<file path="config.mk">
export PLATFORM = sky130hd
export DESIGN_NAME = lbcm_geom
export DESIGN_NICKNAME = d
export VERILOG_FILES = /design/src/design/lbcm_pkg.sv /design/src/design/lbcm_geom.sv
export SDC_FILE = /design/constraint.sdc
export NUM_CORES = 1
export LEC_CHECK = 0
export CAP_MARGIN = 40
export CORE_ASPECT_RATIO = 0.75
export CORE_MARGIN = 1
export CORE_UTILIZATION = 50
export DETAILED_ROUTE_END_ITERATION = 10
export DONT_BUFFER_PORTS = 1
export HOLD_SLACK_MARGIN = 0.08
export SYNTH_ARGS = -nofsm -noshare
export SYNTH_HDL_FRONTEND = slang
export SYNTH_SLANG_ARGS = --single-unit
</file>
<file path="constraint.sdc">
create_clock -name clk -period 6.7 [get_ports clk]
set_clock_uncertainty 0.05 [all_clocks]
set_input_delay 0.335 -clock clk [delete_from_list [all_inputs] [get_ports clk]]
set_output_delay 0.335 -clock clk [all_outputs]
set_load 0.01 [all_outputs]
</file>
<file path="src/design/lbcm_pkg.sv">
// letterbox coordinate mapper: shared widths, constants and types
// no dependencies; imported by every module of the block
`default_nettype none

package lbcm_pkg;

	localparam int CFG_W     = 14;
	localparam int CFG_IDX_W = 1;
	localparam int IN_W      = 15;
	localparam int OUT_W     = 23;

	localparam logic [CFG_IDX_W-1:0] REG_WINDOW_WIDTH  = 1'b0;
	localparam logic [CFG_IDX_W-1:0] REG_WINDOW_HEIGHT = 1'b1;

	localparam logic [CFG_W-1:0] WINDOW_WIDTH_RESET  = 14'd640;
	localparam logic [CFG_W-1:0] WINDOW_HEIGHT_RESET = 14'd480;

	localparam logic [CFG_W-1:0] FRAME_WIDTH  = 14'd320;
	localparam logic [CFG_W-1:0] FRAME_HEIGHT = 14'd200;

	localparam logic OP_TO_WINDOW = 1'b0;
	localparam logic OP_TO_FRAME  = 1'b1;

	// floor(v / 3) = (v * DIV3_MUL) >> DIV3_SHIFT for v below 2**17
	localparam logic [15:0] DIV3_MUL   = 16'd43691;
	localparam int          DIV3_SHIFT = 17;

	// divider: numerator and quotient magnitude, bits resolved per stage
	localparam int NUM_W      = 28;
	localparam int DIV_STEPS  = 2;
	localparam int DIV_STAGES = NUM_W / DIV_STEPS;

	localparam int SUM_W = NUM_W + 2;

	localparam int GEOM_LAT = 4;
	localparam int AXIS_LAT = 3 + DIV_STAGES + 2;
	localparam int PIPE_LAT = GEOM_LAT + AXIS_LAT;

	localparam logic signed [OUT_W-1:0] OUT_HI = {1'b0, {(OUT_W-1){1'b1}}};
	localparam logic signed [OUT_W-1:0] OUT_LO = {1'b1, {(OUT_W-1){1'b0}}};

	typedef struct packed {
		logic             bad;
		logic [CFG_W-1:0] vw;
		logic [CFG_W-1:0] vh;
		logic [CFG_W-1:0] left;
		logic [CFG_W-1:0] top;
	} geom_t;

	typedef struct packed {
		logic             neg;
		logic             bad;
		logic [CFG_W-1:0] base;
	} div_tag_t;

	typedef struct packed {
		logic                   op;
		logic signed [IN_W-1:0] x;
		logic signed [IN_W-1:0] y;
	} item_t;

endpackage

`default_nettype wire

</file>
<file path="src/design/lbcm_geom.sv">
// viewport geometry pipeline: window size in, 4:3 viewport size and offsets out
// four register stages; uses lbcm_pkg
`default_nettype none

module lbcm_geom (
	input  logic                       clk,
	input  logic [lbcm_pkg::CFG_W-1:0] window_width,
	input  logic [lbcm_pkg::CFG_W-1:0] window_height,
	output lbcm_pkg::geom_t            geom
);
	import lbcm_pkg::*;

	logic [CFG_W-1:0] w_s1, h_s1;

	logic             wide_s2, bad_s2;
	logic [CFG_W:0]   hq_s2;
	logic [CFG_W-1:0] wq_s2, w_s2, h_s2;

	logic             bad_s3;
	logic [CFG_W-1:0] vw_s3, vh_s3, w_s3, h_s3;

	geom_t geom_s4;

	logic [CFG_W+1:0] w3, h4;
	logic [31:0]      hq_prod;
	logic [CFG_W-1:0] vw_sel, vh_sel, h_gap;

	assign w3      = {2'b00, w_s1} + {1'b0, w_s1, 1'b0};
	assign h4      = {h_s1, 2'b00};
	assign hq_prod = {16'd0, h4} * {16'd0, DIV3_MUL};

	assign vw_sel = wide_s2 ? hq_s2[CFG_W-1:0] : w_s2;
	assign vh_sel = wide_s2 ? h_s2 : wq_s2;
	assign h_gap  = h_s3 - vh_s3;

	always_ff @(posedge clk) begin
		w_s1 <= window_width;
		h_s1 <= window_height;

		wide_s2 <= w3 > h4;
		bad_s2  <= (w_s1 == '0) || (h_s1 == '0);
		hq_s2   <= hq_prod[DIV3_SHIFT +: (CFG_W+1)];
		wq_s2   <= w3[CFG_W+1:2];
		w_s2    <= w_s1;
		h_s2    <= h_s1;

		bad_s3 <= bad_s2;
		vw_s3  <= (vw_sel == '0) ? CFG_W'(1) : vw_sel;
		vh_s3  <= (vh_sel == '0) ? CFG_W'(1) : vh_sel;
		w_s3   <= w_s2;
		h_s3   <= h_s2;

		geom_s4.bad  <= bad_s3;
		geom_s4.vw   <= vw_s3;
		geom_s4.vh   <= vh_s3;
		geom_s4.left <= (w_s3 - vw_s3) >> 1;
		geom_s4.top  <= h_gap - (h_gap >> 1);
	end

	assign geom = geom_s4;

endmodule

`default_nettype wire

</file>
==> flow_summary.ini, run 1 <==
[clocking]
ctsResizeCount = 0
clk_path_buf_depth = 2
post_cts_buffers = 0
root_buffer = clkbuf_16
path_clk_slew_ns = 0.08
cts_tree = yes
cts_sinks = 199
cts_buffers = 17
clock_latency_ns = 0.44
hold_buffers = 28
cts-htree-levels = 4

[detailed_routing]
routed_wl_um = 22400
drtIter0Drc = 440
drc_errors = 0
met1_length_um = 12300
top_layer = met4
num_vias = 7037
wl_met3_um = 1150
first_pass_iters = 5
wl_met2_um = 8720
routedWlPerCell_um = 16.6
drt.antenna.violating_nets = 0
viasPerCell = 5.19

[floorplan]
dieArea_um2 = 22300
core_um2 = 21200
die_h_um = 130
pin_count = 86
die_w_um = 172
initial_core_util_pct = 51.2
row_count = 46

[worst_setup_path]
cp.required_ns = 7.01
reg2reg_slack_ns = 1.35
worstSetupEndpointType = flip-flop
crit_type = flip-flop to flip-flop
crit_arrival_ns = 5.67
start_kind = flip-flop
crit_fanout = 6

[layout]
synthToLayoutAreaGrowth_pct = 11.4
fillerInstances = 1845
regArea_um2 = 3980
antenna_cells = 0
fin_nets = 1310
postLayoutCoreUtil_pct = 57.0
layout-drive-gt1-share_pct = 7.31
final_cell_mix = dfxtp_1, ha_1, inv_1
multi_input_area_um2 = 6300
final_common_cell = dfxtp_1

[sta]
tightest_slew_ns = 0.729
maxSlewViolCount = 0
maxSlewHeadroom_pct = 51.4
final_hold_viol_count = 0
fmax_mhz = 187
rsz0062_at_grt = false
period_needed_ns = 5.35
setup-tns-final_ns = 0
finalCritPeriodShare_pct = 79.9
finalSetupViolCount = 0

[synth]
yosys_warnings = 0
synth_edf_count = 0
synth_nets = 1270
ys.flop_type = dfxtp_1
synth_adder_area_share_pct = 30.1
syn_inst = 1014
yosys.area_share.simple_pct = 8.46
synthArstFlopShare_pct = 0
synth_compound_area_share_pct = 11.4
yosysSeqAreaShare_pct = 36.7
avgSynthCellArea_um2 = 10.7
synth_seq_cells = 199
synth-xor-area-share_pct = 5.00
synth_cell_type_count = 73
synth_top_family_by_area = adder cells
synthMuxAreaShare_pct = 3.02
synth.cell_area_um2 = 10900

[global_routing]
antenna_found_initial = 0
grt_pass1_vias = 6762
grt_max_degree = 22
track_usage_pct = 21.6
grt_pass1_wl_um = 36100
overflow = 0

[power]
ir_worst_vdd_mv = 0.437
power_density_nw_per_um2 = 528
power.static_leakage_uw = 0.00580

[place]
dpl.hpwl_um = 18400
gp_congestion = 0.903
numPortBuffers = 0

[run]
cap_violations = 0

[outcome]
status = completed

[min_path]
hp-class = flip-flop to flip-flop
final timing paths:
kind	end	startpoint	cells past startpoint
worst max-delay path	hq_s2[13]	h_s1[10]	15
worst min-delay path	geom[56]	bad_s3	0
worst max register to register	hq_s2[13]	h_s1[10]	15
worst min register to register	geom[56]	bad_s3	0
through the flow:
step / area [µm²] / hold slack (ns) / setup slack [ns] / std cells / power [µW]
CTS: 12100 / 0.281 / 1.38 / 1355 / 6410
detailed placement: 11200 / 0.262 / 1.38 / 1295 / 5300
finish: 12100 / 0.281 / 1.35 / 1355 / 6390
floorplan: 10900 / 0.260 / 1.69 / 1014 / 4530
global route: 12100 / 0.292 / 0.966 / 1355 / 6980
global placement: 11200 / 0.262 / 1.48 / 1295 / 5290
worst max-delay path, stage by stage (launching register included):
cell      delay, ns
dfxtp_1        0.47
ha_1           0.33
fa_1           0.53
inv_1          0.12
fa_1           0.58
fa_1           0.56
inv_1          0.05
fa_1           0.47
ha_1           0.31
ha_1           0.36
a21oi_1        0.23
o21bai_1       0.11
a221oi_2       0.46
nand3_1        0.20
o211a_1        0.25
a211oi_1       0.19
synthesized netlist by cell type (3+ instances only):
library cell,number,area (µm²)
dfxtp_1,199,3980
ha_1,170,2130
inv_1,143,537
fa_1,57,1140
xnor2_1,42,368
a21oi_1,40,200
nor2_1,36,135
nand2_1,30,113
mux2_2,26,293
nor3_1,22,110
xor2_1,20,175
a21o_1,18,135
nand3_1,15,75.1
o21ai_0,15,75.1
o21a_1,14,105
o21ai_1,12,60.1
nand4_1,11,68.8
nor2b_1,11,68.8
and3_1,9,56.3
a211oi_1,7,52.6
and2_1,6,37.5
nor4_1,5,31.3
o21bai_1,5,37.5
or2_1,5,31.3
or3_1,5,31.3
a2111o_1,4,45.0
a31oi_1,4,25.0
clkbuf_1,4,15.0
nand2b_1,4,25.0
o211a_1,4,40.0
o211ai_1,4,30.0
o311ai_1,4,35.0
o31a_1,4,35.0
a31o_1,3,26.3
o31ai_1,3,22.5
or2_2,3,18.8
final cells by class:
| type | count | area share [%] |
|---|---|---|
| multi-input cells | 663 | 52.1 |
| flip-flops and latches | 199 | 32.9 |
| inverters | 144 | 4.47 |
| clock buffers | 17 | 3.52 |
| well taps | 288 | 2.98 |
| repair buffers | 29 | 2.38 |
| clock inverters | 15 | 1.65 |
flip-flops by register name, summed over array words and instances (netlist names):
register	cells
h_s1	14
wide_s2	1
hq_s2	14
bad_s2	1
w_s1	14
w_s3	14
bad_s3	1
vh_s3	14
h_s3	14
wq_s2	14
w_s2	14
geom	56
vw_s3	14
h_s2	14
power by group:
part | switching (µW) | leakage [µW] | internal (µW)
Combinational | 2030 | 0.00381 | 1580
Clock | 515 | 0.000306 | 544
Sequential | 210 | 0.00168 | 1520
routing by layer:
layer	global-route usage [%]	vias to the layer above
met5	0	-
met1	33.5	3291
met4	5.26	0
met2	29.7	168
met3	4.83	18
li1	-	3560
logic make-up (layout without fill, tap and decap cells):
logic type | after synthesis | after routing
multiplexers | 29 | 29
AND/OR/NAND/NOR | 174 | 174
buffers and inverters | 152 | 205
adder cells (fa/ha/maj) | 227 | 227
flip-flops | 199 | 199
other | 1 | 1
XOR/XNOR | 62 | 62
AO/OA/AOI/OAI | 170 | 170
Note: power is estimated with default switching activity, not from simulation.
==> run 2, diff against run 1 <==
==> constraint.sdc (replaced) <==
create_clock -name clk -period 5 [get_ports clk]
set_clock_uncertainty 0.05 [all_clocks]
set_input_delay 0.25 -clock clk [delete_from_list [all_inputs] [get_ports clk]]
set_output_delay 0.25 -clock clk [all_outputs]
set_load 0.01 [all_outputs]
==> run 2 against run 1 <==
Net effect:
- global-route usage grew 0.11 points
- maximum frequency grew 11%
- critical path depth grew 2
- largest cell class unchanged
- largest power group unchanged
==> flow_summary.ini, run 2 (same netlist as run 1, synthesis figures left out) <==
[layout]
synthToLayoutAreaGrowth_pct = 14.6
fin_nets = 1345
layout-drive-gt1-share_pct = 12.3
final_cell_mix = dfxtp_1, ha_1, inv_1
layoutNonFillerInstCount = 1392
final_common_cell = dfxtp_1
largest_reg_flops = 56
stdcell_area_um2 = 12500

[global_routing]
overflow = 0
antenna_found_initial = 2
grt_pass1_vias = 6890
track_usage_pct = 21.7
grt_max_degree = 22
grt_pass1_wl_um = 36100

[detailed_routing]
viasPerCell = 5.10
drc_errors = 0
first_pass_iters = 5
drt.antenna.violating_nets = 0
routedWlPerCell_um = 16.4
routed_wl_um = 22800
drtIter0Drc = 434
num_vias = 7095

[power]
ir_worst_vdd_mv = 0.447
power.static_leakage_uw = 0.00596
power_density_nw_per_um2 = 728

[worst_setup_path]
crit_start = h_s1[12]
cp-endpoint = hq_s2[13]
crit_arrival_ns = 5.13
reg2reg_slack_ns = 0.18
cp.required_ns = 5.31
start_kind = flip-flop
worst_path_dominant_cell_family = adder cells
worst-path-buf-inv = 4
crit_slowest_cell = fa_1
r2r-end = hq_s2[13]
reg2reg_depth = 17
max_stage_delay_ns = 0.56
critical_path_depth = 17
crit_type = flip-flop to flip-flop
crit_fanout = 6
worstSetupEndpointType = flip-flop
path_cells = buf_4 -> ha_1 -> fa_1 -> fa_1 -> inv_1 -> fa_1 -> inv_1 -> fa_2 -> fa_1 -> ha_4 -> a21oi_2 -> o21ai_2 -> a221oi_2 -> buf_4 -> nand3_2 -> o211a_1 -> a211oi_2
worst_path_most_repeated_cell = fa_1
reg2reg_from = h_s1[12]

[sta]
maxSlewViolCount = 0
worst_slack_ns = 0.185
finalSetupViolCount = 0
period_needed_ns = 4.82
tightest_slew_ns = 0.767
finalCritPeriodShare_pct = 96.3
maxSlewHeadroom_pct = 48.8
final_hold_viol_count = 0
fmax_mhz = 208
setup-tns-final_ns = 0

[floorplan]
core_um2 = 21200
row_count = 46
die_h_um = 130
die_w_um = 172
initial_core_util_pct = 51.2
dieArea_um2 = 22300
pin_count = 86

[clocking]
cts-htree-levels = 4
cts_sinks = 199
post_cts_buffers = 0
path_clk_slew_ns = 0.08
cts_tree = yes
root_buffer = clkbuf_16
cts_buffers = 17
clock_latency_ns = 0.44
clk_path_buf_depth = 2

[place]
placed_cells = 1330
gp_congestion = 0.893
dpl.hpwl_um = 18800
numPortBuffers = 0
dpl_cell_area_um2 = 11500
pre_cts_slack_ns = -0.00137

[outcome]
status = completed

[min_path]
hp-start = bad_s3
hp-class = flip-flop to flip-flop

[run]
cap_violations = 0
run 2: area by class of cell:
class | instances | area, µm²
antenna | 2 | 5.00
clock buffer | 18 | 439
clock inverter | 14 | 171
fill | 1809 | 8780
inverter | 144 | 541
multi-input combinational | 663 | 6390
sequential | 199 | 3990
tap | 288 | 360
timing repair buffer | 64 | 558
run 2: routing by layer:
| metal | part of all wire (%) | vias up | GRT usage [%] |
|---|---|---|---|
| met3 | 5.1 | 12 | 4.86 |
| li1 | - | 3638 | - |
| met4 | 0.63 | 0 | 4.22 |
| met2 | 41 | 138 | 31.1 |
| met1 | 53 | 3307 | 33.0 |
| met5 | 0 | - | 0 |
run 2: worst min-delay path by stage:
stage	to	slack, ns	cells past startpoint
3_5_place_dp	w_s1[1]	0.23	0
3_3_place_gp	w_s1[7]	0.23	0
4_1_cts	w_s1[7]	0.28	1
6_report	geom[56]	0.28	0
5_1_grt	w_s1[7]	0.28	1
2_1_floorplan	h_s1[0]	0.23	0
run 2: metrics by stage:
| step | util [%] | hold slack [ns] | power (µW) |
|---|---|---|---|
| 2_1_floorplan | - | 0.228 | 6070 |
| 3_3_place_gp | 53.9 | 0.228 | 7400 |
| 3_5_place_dp | 54.0 | 0.228 | 7440 |
| 4_1_cts | 58.3 | 0.280 | 8950 |
| 5_1_grt | 58.6 | 0.279 | 9900 |
| 6_report | 58.7 | 0.283 | 9070 |
run 2: worst register-to-register path, cell delays in order (launching register included):
cell      delay, ns
dfxtp_2        0.32
buf_4          0.16
ha_1           0.23
fa_1           0.52
fa_1           0.52
inv_1          0.05
fa_1           0.49
inv_1          0.06
fa_2           0.36
fa_1           0.56
ha_4           0.23
a21oi_2        0.14
o21ai_2        0.08
a221oi_2       0.28
buf_4          0.18
nand3_2        0.08
o211a_1        0.22
a211oi_2       0.19
run 2: what timing repair did:
action | in CTS | in global routing
setup endpoints to repair | 1 | 10
hold buffers | 28 | 0
endpoints found under the hold margin | 28 | 0
pin swaps | 0 | 8
gates resized for setup | 2 | 19
run 2: report_power, final:
| group | internal, µW | switching, µW |
|---|---|---|
| logic | 2510 | 2870 |
| registers | 2030 | 268 |
| clock network | 696 | 696 |
