$ cat config.mk
export PLATFORM = sky130hd
export DESIGN_NAME = lbcm_axis
export DESIGN_NICKNAME = d
export VERILOG_FILES = /design/src/design/lbcm_pkg.sv /design/src/design/lbcm_div.sv /design/src/design/lbcm_axis.sv
export SDC_FILE = /design/constraint.sdc
export NUM_CORES = 2
export LEC_CHECK = 0
export CORE_ASPECT_RATIO = 1.4
export CORE_UTILIZATION = 40
export DETAILED_ROUTE_END_ITERATION = 7
export DONT_BUFFER_PORTS = 1
export GPL_TIMING_DRIVEN = 0
export PLACE_DENSITY_LB_ADDON = 0.2
export SLEW_MARGIN = 15
export SYNTH_ARGS = -nofsm -noshare
export SYNTH_HDL_FRONTEND = slang
export SYNTH_SLANG_ARGS = --single-unit
$ cat constraint.sdc
create_clock -name clk -period 9.95 [get_ports clk]
set_input_delay 0.4975 -clock clk [delete_from_list [all_inputs] [get_ports clk]]
set_output_delay 0.4975 -clock clk [all_outputs]
set_load 0.01 [all_outputs]
$ cat src/design/lbcm_pkg.sv
// letterbox coordinate mapper: shared widths, constants and types
// no dependencies; imported by every module of the block
`default_nettype none

package lbcm_pkg;

	localparam int CFG_W     = 14;
	localparam int CFG_IDX_W = 1;
	localparam int IN_W      = 15;
	localparam int OUT_W     = 23;

	localparam logic [CFG_IDX_W-1:0] REG_WINDOW_WIDTH  = 1'b0;
	localparam logic [CFG_IDX_W-1:0] REG_WINDOW_HEIGHT = 1'b1;

	localparam logic [CFG_W-1:0] WINDOW_WIDTH_RESET  = 14'd640;
	localparam logic [CFG_W-1:0] WINDOW_HEIGHT_RESET = 14'd480;

	localparam logic [CFG_W-1:0] FRAME_WIDTH  = 14'd320;
	localparam logic [CFG_W-1:0] FRAME_HEIGHT = 14'd200;

	localparam logic OP_TO_WINDOW = 1'b0;
	localparam logic OP_TO_FRAME  = 1'b1;

	// floor(v / 3) = (v * DIV3_MUL) >> DIV3_SHIFT for v below 2**17
	localparam logic [15:0] DIV3_MUL   = 16'd43691;
	localparam int          DIV3_SHIFT = 17;

	// divider: numerator and quotient magnitude, bits resolved per stage
	localparam int NUM_W      = 28;
	localparam int DIV_STEPS  = 2;
	localparam int DIV_STAGES = NUM_W / DIV_STEPS;

	localparam int SUM_W = NUM_W + 2;

	localparam int GEOM_LAT = 4;
	localparam int AXIS_LAT = 3 + DIV_STAGES + 2;
	localparam int PIPE_LAT = GEOM_LAT + AXIS_LAT;

	localparam logic signed [OUT_W-1:0] OUT_HI = {1'b0, {(OUT_W-1){1'b1}}};
	localparam logic signed [OUT_W-1:0] OUT_LO = {1'b1, {(OUT_W-1){1'b0}}};

	typedef struct packed {
		logic             bad;
		logic [CFG_W-1:0] vw;
		logic [CFG_W-1:0] vh;
		logic [CFG_W-1:0] left;
		logic [CFG_W-1:0] top;
	} geom_t;

	typedef struct packed {
		logic             neg;
		logic             bad;
		logic [CFG_W-1:0] base;
	} div_tag_t;

	typedef struct packed {
		logic                   op;
		logic signed [IN_W-1:0] x;
		logic signed [IN_W-1:0] y;
	} item_t;

endpackage

`default_nettype wire

$ cat src/design/lbcm_div.sv
// pipelined unsigned restoring divider, DIV_STEPS quotient bits per stage
// carries a side tag along with each item; uses lbcm_pkg
`default_nettype none

module lbcm_div (
	input  logic                       clk,
	input  logic                       arst_n,
	input  logic                       in_valid,
	input  logic [lbcm_pkg::NUM_W-1:0] num,
	input  logic [lbcm_pkg::CFG_W-1:0] den,
	input  lbcm_pkg::div_tag_t         in_tag,
	output logic                       out_valid,
	output logic [lbcm_pkg::NUM_W-1:0] quot,
	output lbcm_pkg::div_tag_t         out_tag
);
	import lbcm_pkg::*;

	function automatic logic [CFG_W+NUM_W-1:0] div_steps(
		input logic [CFG_W-1:0] rem,
		input logic [NUM_W-1:0] nq,
		input logic [CFG_W-1:0] dv
	);
		logic [CFG_W:0]   t;
		logic [CFG_W-1:0] r;
		logic [NUM_W-1:0] v;
		r = rem;
		v = nq;
		for (int k = 0; k < DIV_STEPS; k++) begin
			t = {r, v[NUM_W-1]};
			v = {v[NUM_W-2:0], 1'b0};
			if (t >= {1'b0, dv}) begin
				t    = t - {1'b0, dv};
				v[0] = 1'b1;
			end
			r = t[CFG_W-1:0];
		end
		return {r, v};
	endfunction

	logic             valid_s [DIV_STAGES];
	logic [CFG_W-1:0] rem_s   [DIV_STAGES];
	logic [NUM_W-1:0] nq_s    [DIV_STAGES];
	logic [CFG_W-1:0] den_s   [DIV_STAGES];
	div_tag_t         tag_s   [DIV_STAGES];

	for (genvar i = 0; i < DIV_STAGES; i++) begin : g_stage
		logic [CFG_W+NUM_W-1:0] step;
		logic                   valid_in;
		logic [CFG_W-1:0]       den_in;
		div_tag_t               tag_in;

		if (i == 0) begin : g_first
			assign step     = div_steps({CFG_W{1'b0}}, num, den);
			assign valid_in = in_valid;
			assign den_in   = den;
			assign tag_in   = in_tag;
		end else begin : g_next
			assign step     = div_steps(rem_s[i-1], nq_s[i-1], den_s[i-1]);
			assign valid_in = valid_s[i-1];
			assign den_in   = den_s[i-1];
			assign tag_in   = tag_s[i-1];
		end

		always_ff @(posedge clk or negedge arst_n) begin
			if (!arst_n) begin
				valid_s[i] <= 1'b0;
			end else begin
				valid_s[i] <= valid_in;
			end
		end

		always_ff @(posedge clk) begin
			rem_s[i] <= step[CFG_W+NUM_W-1:NUM_W];
			nq_s[i]  <= step[NUM_W-1:0];
			den_s[i] <= den_in;
			tag_s[i] <= tag_in;
		end
	end

	assign out_valid = valid_s[DIV_STAGES-1];
	assign quot      = nq_s[DIV_STAGES-1];
	assign out_tag   = tag_s[DIV_STAGES-1];

endmodule

`default_nettype wire

$ cat src/design/lbcm_axis.sv
// one coordinate axis: operand setup, scale, divide, sign, offset and saturate
// instantiates lbcm_div; uses lbcm_pkg
`default_nettype none

module lbcm_axis (
	input  logic                              clk,
	input  logic                              arst_n,
	input  logic                              in_valid,
	input  logic                              in_op,
	input  logic signed [lbcm_pkg::IN_W-1:0]  coord,
	input  logic [lbcm_pkg::CFG_W-1:0]        size,
	input  logic [lbcm_pkg::CFG_W-1:0]        offset,
	input  logic [lbcm_pkg::CFG_W-1:0]        frame_size,
	input  logic                              bad,
	output logic                              out_valid,
	output logic                              out_ok,
	output logic signed [lbcm_pkg::OUT_W-1:0] result
);
	import lbcm_pkg::*;

	localparam int PROD_W = IN_W + 1 + CFG_W;

	logic             valid_s1, valid_s2, valid_s3, valid_s4, valid_s5;
	logic [IN_W:0]    diff_s1;
	logic [CFG_W-1:0] mul_s1, dvs_s1, base_s1, mul_s2, dvs_s2, base_s2, dvs_s3;
	logic             bad_s1, bad_s2, bad_s4, ok_s5;
	logic             neg_s2;
	logic [IN_W:0]    mag_s2;
	logic [NUM_W-1:0] num_s3;
	div_tag_t         tag_s3;
	logic signed [SUM_W-1:0] sum_s4;
	logic signed [OUT_W-1:0] result_s5;

	logic [IN_W:0]    coord_ext, offset_ext;
	logic [PROD_W-1:0] prod;
	logic             q_valid;
	logic [NUM_W-1:0] quot;
	div_tag_t         q_tag;
	logic [NUM_W:0]   q_signed;

	localparam logic signed [SUM_W-1:0] SUM_HI = {{(SUM_W-OUT_W){1'b0}}, OUT_HI};
	localparam logic signed [SUM_W-1:0] SUM_LO = {{(SUM_W-OUT_W){1'b1}}, OUT_LO};

	assign coord_ext  = {coord[IN_W-1], coord};
	assign offset_ext = {{(IN_W+1-CFG_W){1'b0}}, offset};
	assign prod       = {{CFG_W{1'b0}}, mag_s2} * {{(IN_W+1){1'b0}}, mul_s2};
	assign q_signed   = q_tag.neg ? -{1'b0, quot} : {1'b0, quot};

	always_ff @(posedge clk or negedge arst_n) begin
		if (!arst_n) begin
			valid_s1 <= 1'b0;
			valid_s2 <= 1'b0;
			valid_s3 <= 1'b0;
			valid_s4 <= 1'b0;
			valid_s5 <= 1'b0;
		end else begin
			valid_s1 <= in_valid;
			valid_s2 <= valid_s1;
			valid_s3 <= valid_s2;
			valid_s4 <= q_valid;
			valid_s5 <= valid_s4;
		end
	end

	always_ff @(posedge clk) begin
		// operand setup per direction
		diff_s1 <= (in_op == OP_TO_FRAME) ? coord_ext - offset_ext : coord_ext;
		mul_s1  <= (in_op == OP_TO_FRAME) ? frame_size : size;
		dvs_s1  <= (in_op == OP_TO_FRAME) ? size : frame_size;
		base_s1 <= (in_op == OP_TO_WINDOW) ? offset : '0;
		bad_s1  <= bad;

		neg_s2  <= diff_s1[IN_W];
		mag_s2  <= diff_s1[IN_W] ? -diff_s1 : diff_s1;
		mul_s2  <= mul_s1;
		dvs_s2  <= dvs_s1;
		base_s2 <= base_s1;
		bad_s2  <= bad_s1;

		num_s3      <= prod[NUM_W-1:0];
		dvs_s3      <= dvs_s2;
		tag_s3.neg  <= neg_s2;
		tag_s3.bad  <= bad_s2;
		tag_s3.base <= base_s2;

		sum_s4 <= {q_signed[NUM_W], q_signed} + {{(SUM_W-CFG_W){1'b0}}, q_tag.base};
		bad_s4 <= q_tag.bad;

		ok_s5 <= !bad_s4;
		priority if (bad_s4) begin
			result_s5 <= '0;
		end else if (sum_s4 > SUM_HI) begin
			result_s5 <= OUT_HI;
		end else if (sum_s4 < SUM_LO) begin
			result_s5 <= OUT_LO;
		end else begin
			result_s5 <= sum_s4[OUT_W-1:0];
		end
	end

	lbcm_div u_div (
		.clk      (clk),
		.arst_n   (arst_n),
		.in_valid (valid_s3),
		.num      (num_s3),
		.den      (dvs_s3),
		.in_tag   (tag_s3),
		.out_valid(q_valid),
		.quot     (quot),
		.out_tag  (q_tag)
	);

	assign out_valid = valid_s5;
	assign out_ok    = ok_s5;
	assign result    = result_s5;

endmodule

`default_nettype wire

==> flow_summary.yaml <==
outcome:
  outcome: "finished clean"
grt:
  antenna_found_initial: 3
  grt_pass1_vias: 39944
  grt_overflow: 0
  grt.total_usage: 0.181
  grt_max_degree: 20
  grt_first_pass_wirelength_um: 205000
logic_synthesis:
  synth_cell_types: 82
  ys_ff_latch: 1231
  async_flop_share: 0.0154
  post-synth-top-area-cell: "dfxtp_1"
  synth_area_leaders: "dfxtp_1 (43%), ha_1 (11%), fa_1 (6.8%)"
  seq_area_frac_synth: 0.439
  netlist_instances: 5459
  synth_top_flop_cell: "dfxtp_1"
  syn-num-nets: 6206
  yosys_warnings: 0
  syn_area_um2: 56300
  synth.avg_cell_area_um2: 10.3
  synth_top_area_frac: 0.431
  synth-edff-count: 0
cells_and_area:
  multi_input_area_um2: 28900
  drive_above_1_share: 0.0913
  fin_nets: 6399
  fill_cells: 13165
  fin_util: 0.455
  syn_to_final_growth_pct: 12.6
  ff_latch_area_um2: 24700
  final_common_cell: "dfxtp_1"
  final_cell_mix: "dfxtp_1 (1212), inv_1 (609), ha_1 (493)"
die:
  io_pins: 87
  start_util: 0.404
  die_w_um: 319
  std_cell_rows: 162
  coreArea_um2: 139000
  die_area_um2: 142000
  die_y_um: 446
sta:
  drv_slew: 0
  grt_setup_unrepaired: "false"
  setup_viol: 0
  hold_violations: 0
  post-route-min-period_ps: 7900
  min_period_over_period: 0.794
  tns_ps: 0
  worst_pin_slew_ps: 1210
  maxSlewHeadroom: 0.190
  fin_worst_skew_ps: 79.6
  max_freq_mhz: 127
placement:
  numPortBuffers: 0
  dp_hpwl_um: 101000
  place.gp.congestion: 0.896
clock_network:
  cts_tree: "yes"
  cts_root_buf: "clkbuf_16"
  clock_latency_ps: 760
  htree_levels: 3
  clock_path_buffers: 3
  postCtsSetupRepairBufs: 0
  clk_pin_slew_ps: 70
  cts_made_buffers: 113
  cts_sinks: 1231
drt:
  drc: 0
  drtIter0Drc: 1294
  wl_per_cell_um: 16.8
  num_vias: 37549
  via_per_inst: 4.97
  firstDrtPassIters: 5
  drt-total-wl_um: 127000
  antenna_left: 0
setup_path:
  crit_family: "compound AO/OA/AOI/OAI gates"
  crit_buf_inv: 4
  r2r_cells: 23
  cp.depth: 23
  cp_slowest_cell: "a211oi_2"
  crit_path_max_incr_delay_ps: 660
  crit_type: "reg -> reg"
  crit_chain: "inv_1 > ha_1 > nor2b_1 > o21ai_0 > a21boi_0 > o21ai_0 > a21oi_1 > o21ai_0 > and2_1 > inv_1 > buf_1 > mux2_2 > ha_1 > nand3_1 > o21bai_1 > nand2_1 > a211oi_1 > o21bai_1 > a2111oi_0 > nor2_1 > a211oi_2 > clkbuf_1 > mux2_2"
  crit_fanout: 10
  worst_setup_path_start_kind: "flop"
  cp-end-kind: "flop"
  crit_arrival_ps: 8470
  cpMostUsedCell: "o21ai_0"
  worstPathRequired_ps: 10520
hold_path:
  min_path_cells: 3
  hold_path.class: "in -> reg"
run:
  maxCapViolCount: 0
[cell families after synthesis]
family / after synthesis / synth area share
compound gates: 1015 / 0.115
xor+xnor: 361 / 0.0562
fa+ha+maj: 685 / 0.178
buf+inv: 708 / 0.0474
flops: 1231 / 0.439
mux: 331 / 0.0651
simple gates: 1128 / 0.0986
[state kept, by name, indices dropped and copies added, names as in the netlist, 16 cells and up]
signal,count
diff_s1,16
u_div.nq_s,392
sum_s4,30
u_div.tag_s,224
tag_s3,16
mag_s2,16
u_div.den_s,182
num_s3,28
u_div.rem_s,182
result,23
[worst reg2reg max path, cell delays in order, from the launching register on]
cell and delay, ps:
dfxtp_1 390, inv_1 110, ha_1 330, nor2b_1 130
o21ai_0 100, a21boi_0 550, o21ai_0 320, a21oi_1 330
o21ai_0 220, and2_1 220, inv_1 250, buf_1 650
mux2_2 440, ha_1 330, nand3_1 170, o21bai_1 150
nand2_1 170, a211oi_1 380, o21bai_1 170, a2111oi_0 470
nor2_1 110, a211oi_2 660, clkbuf_1 610, mux2_2 430
[stage by stage]
| stage | setup slack (ps) | hold WS [ps] | cell area, um^2 | std cells |
|---|---|---|---|---|
| 2_1_floorplan | 3610 | 202 | 56300 | 5459 |
| 3_3_place_gp | 1630 | 202 | 58600 | 7263 |
| 3_5_place_dp | 1960 | 202 | 58600 | 7264 |
| 4_1_cts | 1860 | 14.7 | 63400 | 7554 |
| 5_1_grt | 1360 | 84.2 | 63400 | 7555 |
| 6_report | 2050 | 77.0 | 63400 | 7555 |
[cells in the mapped netlist, types with 16 or more instances]
| library cell | n |
|---|---|
| dfxtp_1 | 1212 |
| inv_1 | 609 |
| ha_1 | 493 |
| nand2_1 | 305 |
| nor2_1 | 295 |
| a21oi_1 | 294 |
| mux2_2 | 282 |
| xnor2_1 | 259 |
| o21ai_0 | 222 |
| fa_1 | 192 |
| a21o_1 | 128 |
| and2_1 | 106 |
| xor2_1 | 102 |
| clkbuf_1 | 82 |
| nor3_1 | 79 |
| nor2b_1 | 65 |
| o21a_1 | 53 |
| nand4_1 | 52 |
| mux2i_1 | 49 |
| nand2b_1 | 48 |
| o21bai_1 | 45 |
| nand3_1 | 43 |
| o31ai_1 | 36 |
| a31oi_1 | 30 |
| nor4_1 | 30 |
| a211oi_1 | 27 |
| a21boi_0 | 25 |
| or3_1 | 23 |
| dfrtp_1 | 19 |
| and3_1 | 18 |
| o211ai_1 | 16 |
| o41ai_1 | 16 |
[final cells by class]
class	instances	share of cell area
Multi-Input combinational cell	3520	0.456
Sequential cell	1231	0.390
Clock buffer	151	0.0503
Inverter	610	0.0361
Tap cell	1804	0.0356
Clock inverter	62	0.0137
Timing Repair Buffer	78	0.0123
Buffer	98	0.00596
Antenna cell	1	0.0000395
[final timing paths]
path                                                 start                                    to  slack (ps)
worst max-delay path            u_div.den_s[0][99]$_DFF_P_             u_div.rem_s[1][9]$_DFF_P_        2050
worst min-delay path                             coord[13]                   diff_s1[15]$_DFF_P_          80
worst max register to register  u_div.den_s[0][99]$_DFF_P_             u_div.rem_s[1][9]$_DFF_P_        2050
worst min register to register   u_div.nq_s[1][77]$_DFF_P_            u_div.nq_s[1][107]$_DFF_P_         300
max in group asynchronous                           arst_n   u_div.g_stage[1].valid_in$_DFF_PN0_        9180
min in group asynchronous                           arst_n  u_div.g_stage[12].valid_in$_DFF_PN0_         280
[layer usage]
metal | up-vias | part of all wire | track usage
li1 | 18919 | - | -
met1 | 17740 | 0.36 | 0.169
met2 | 565 | 0.56 | 0.370
met3 | 323 | 0.027 | 0.0224
met4 | 2 | 0.055 | 0.102
met5 | - | 0.00011 | 0
[timing repair]
action	in CTS	in global routing
gates resized for setup	0	0
hold endpoints to repair	79	0
hold buffers	77	0
Power is not shown: default switching activity piles up to over one toggle a cycle in this logic, so the estimate is an artifact.
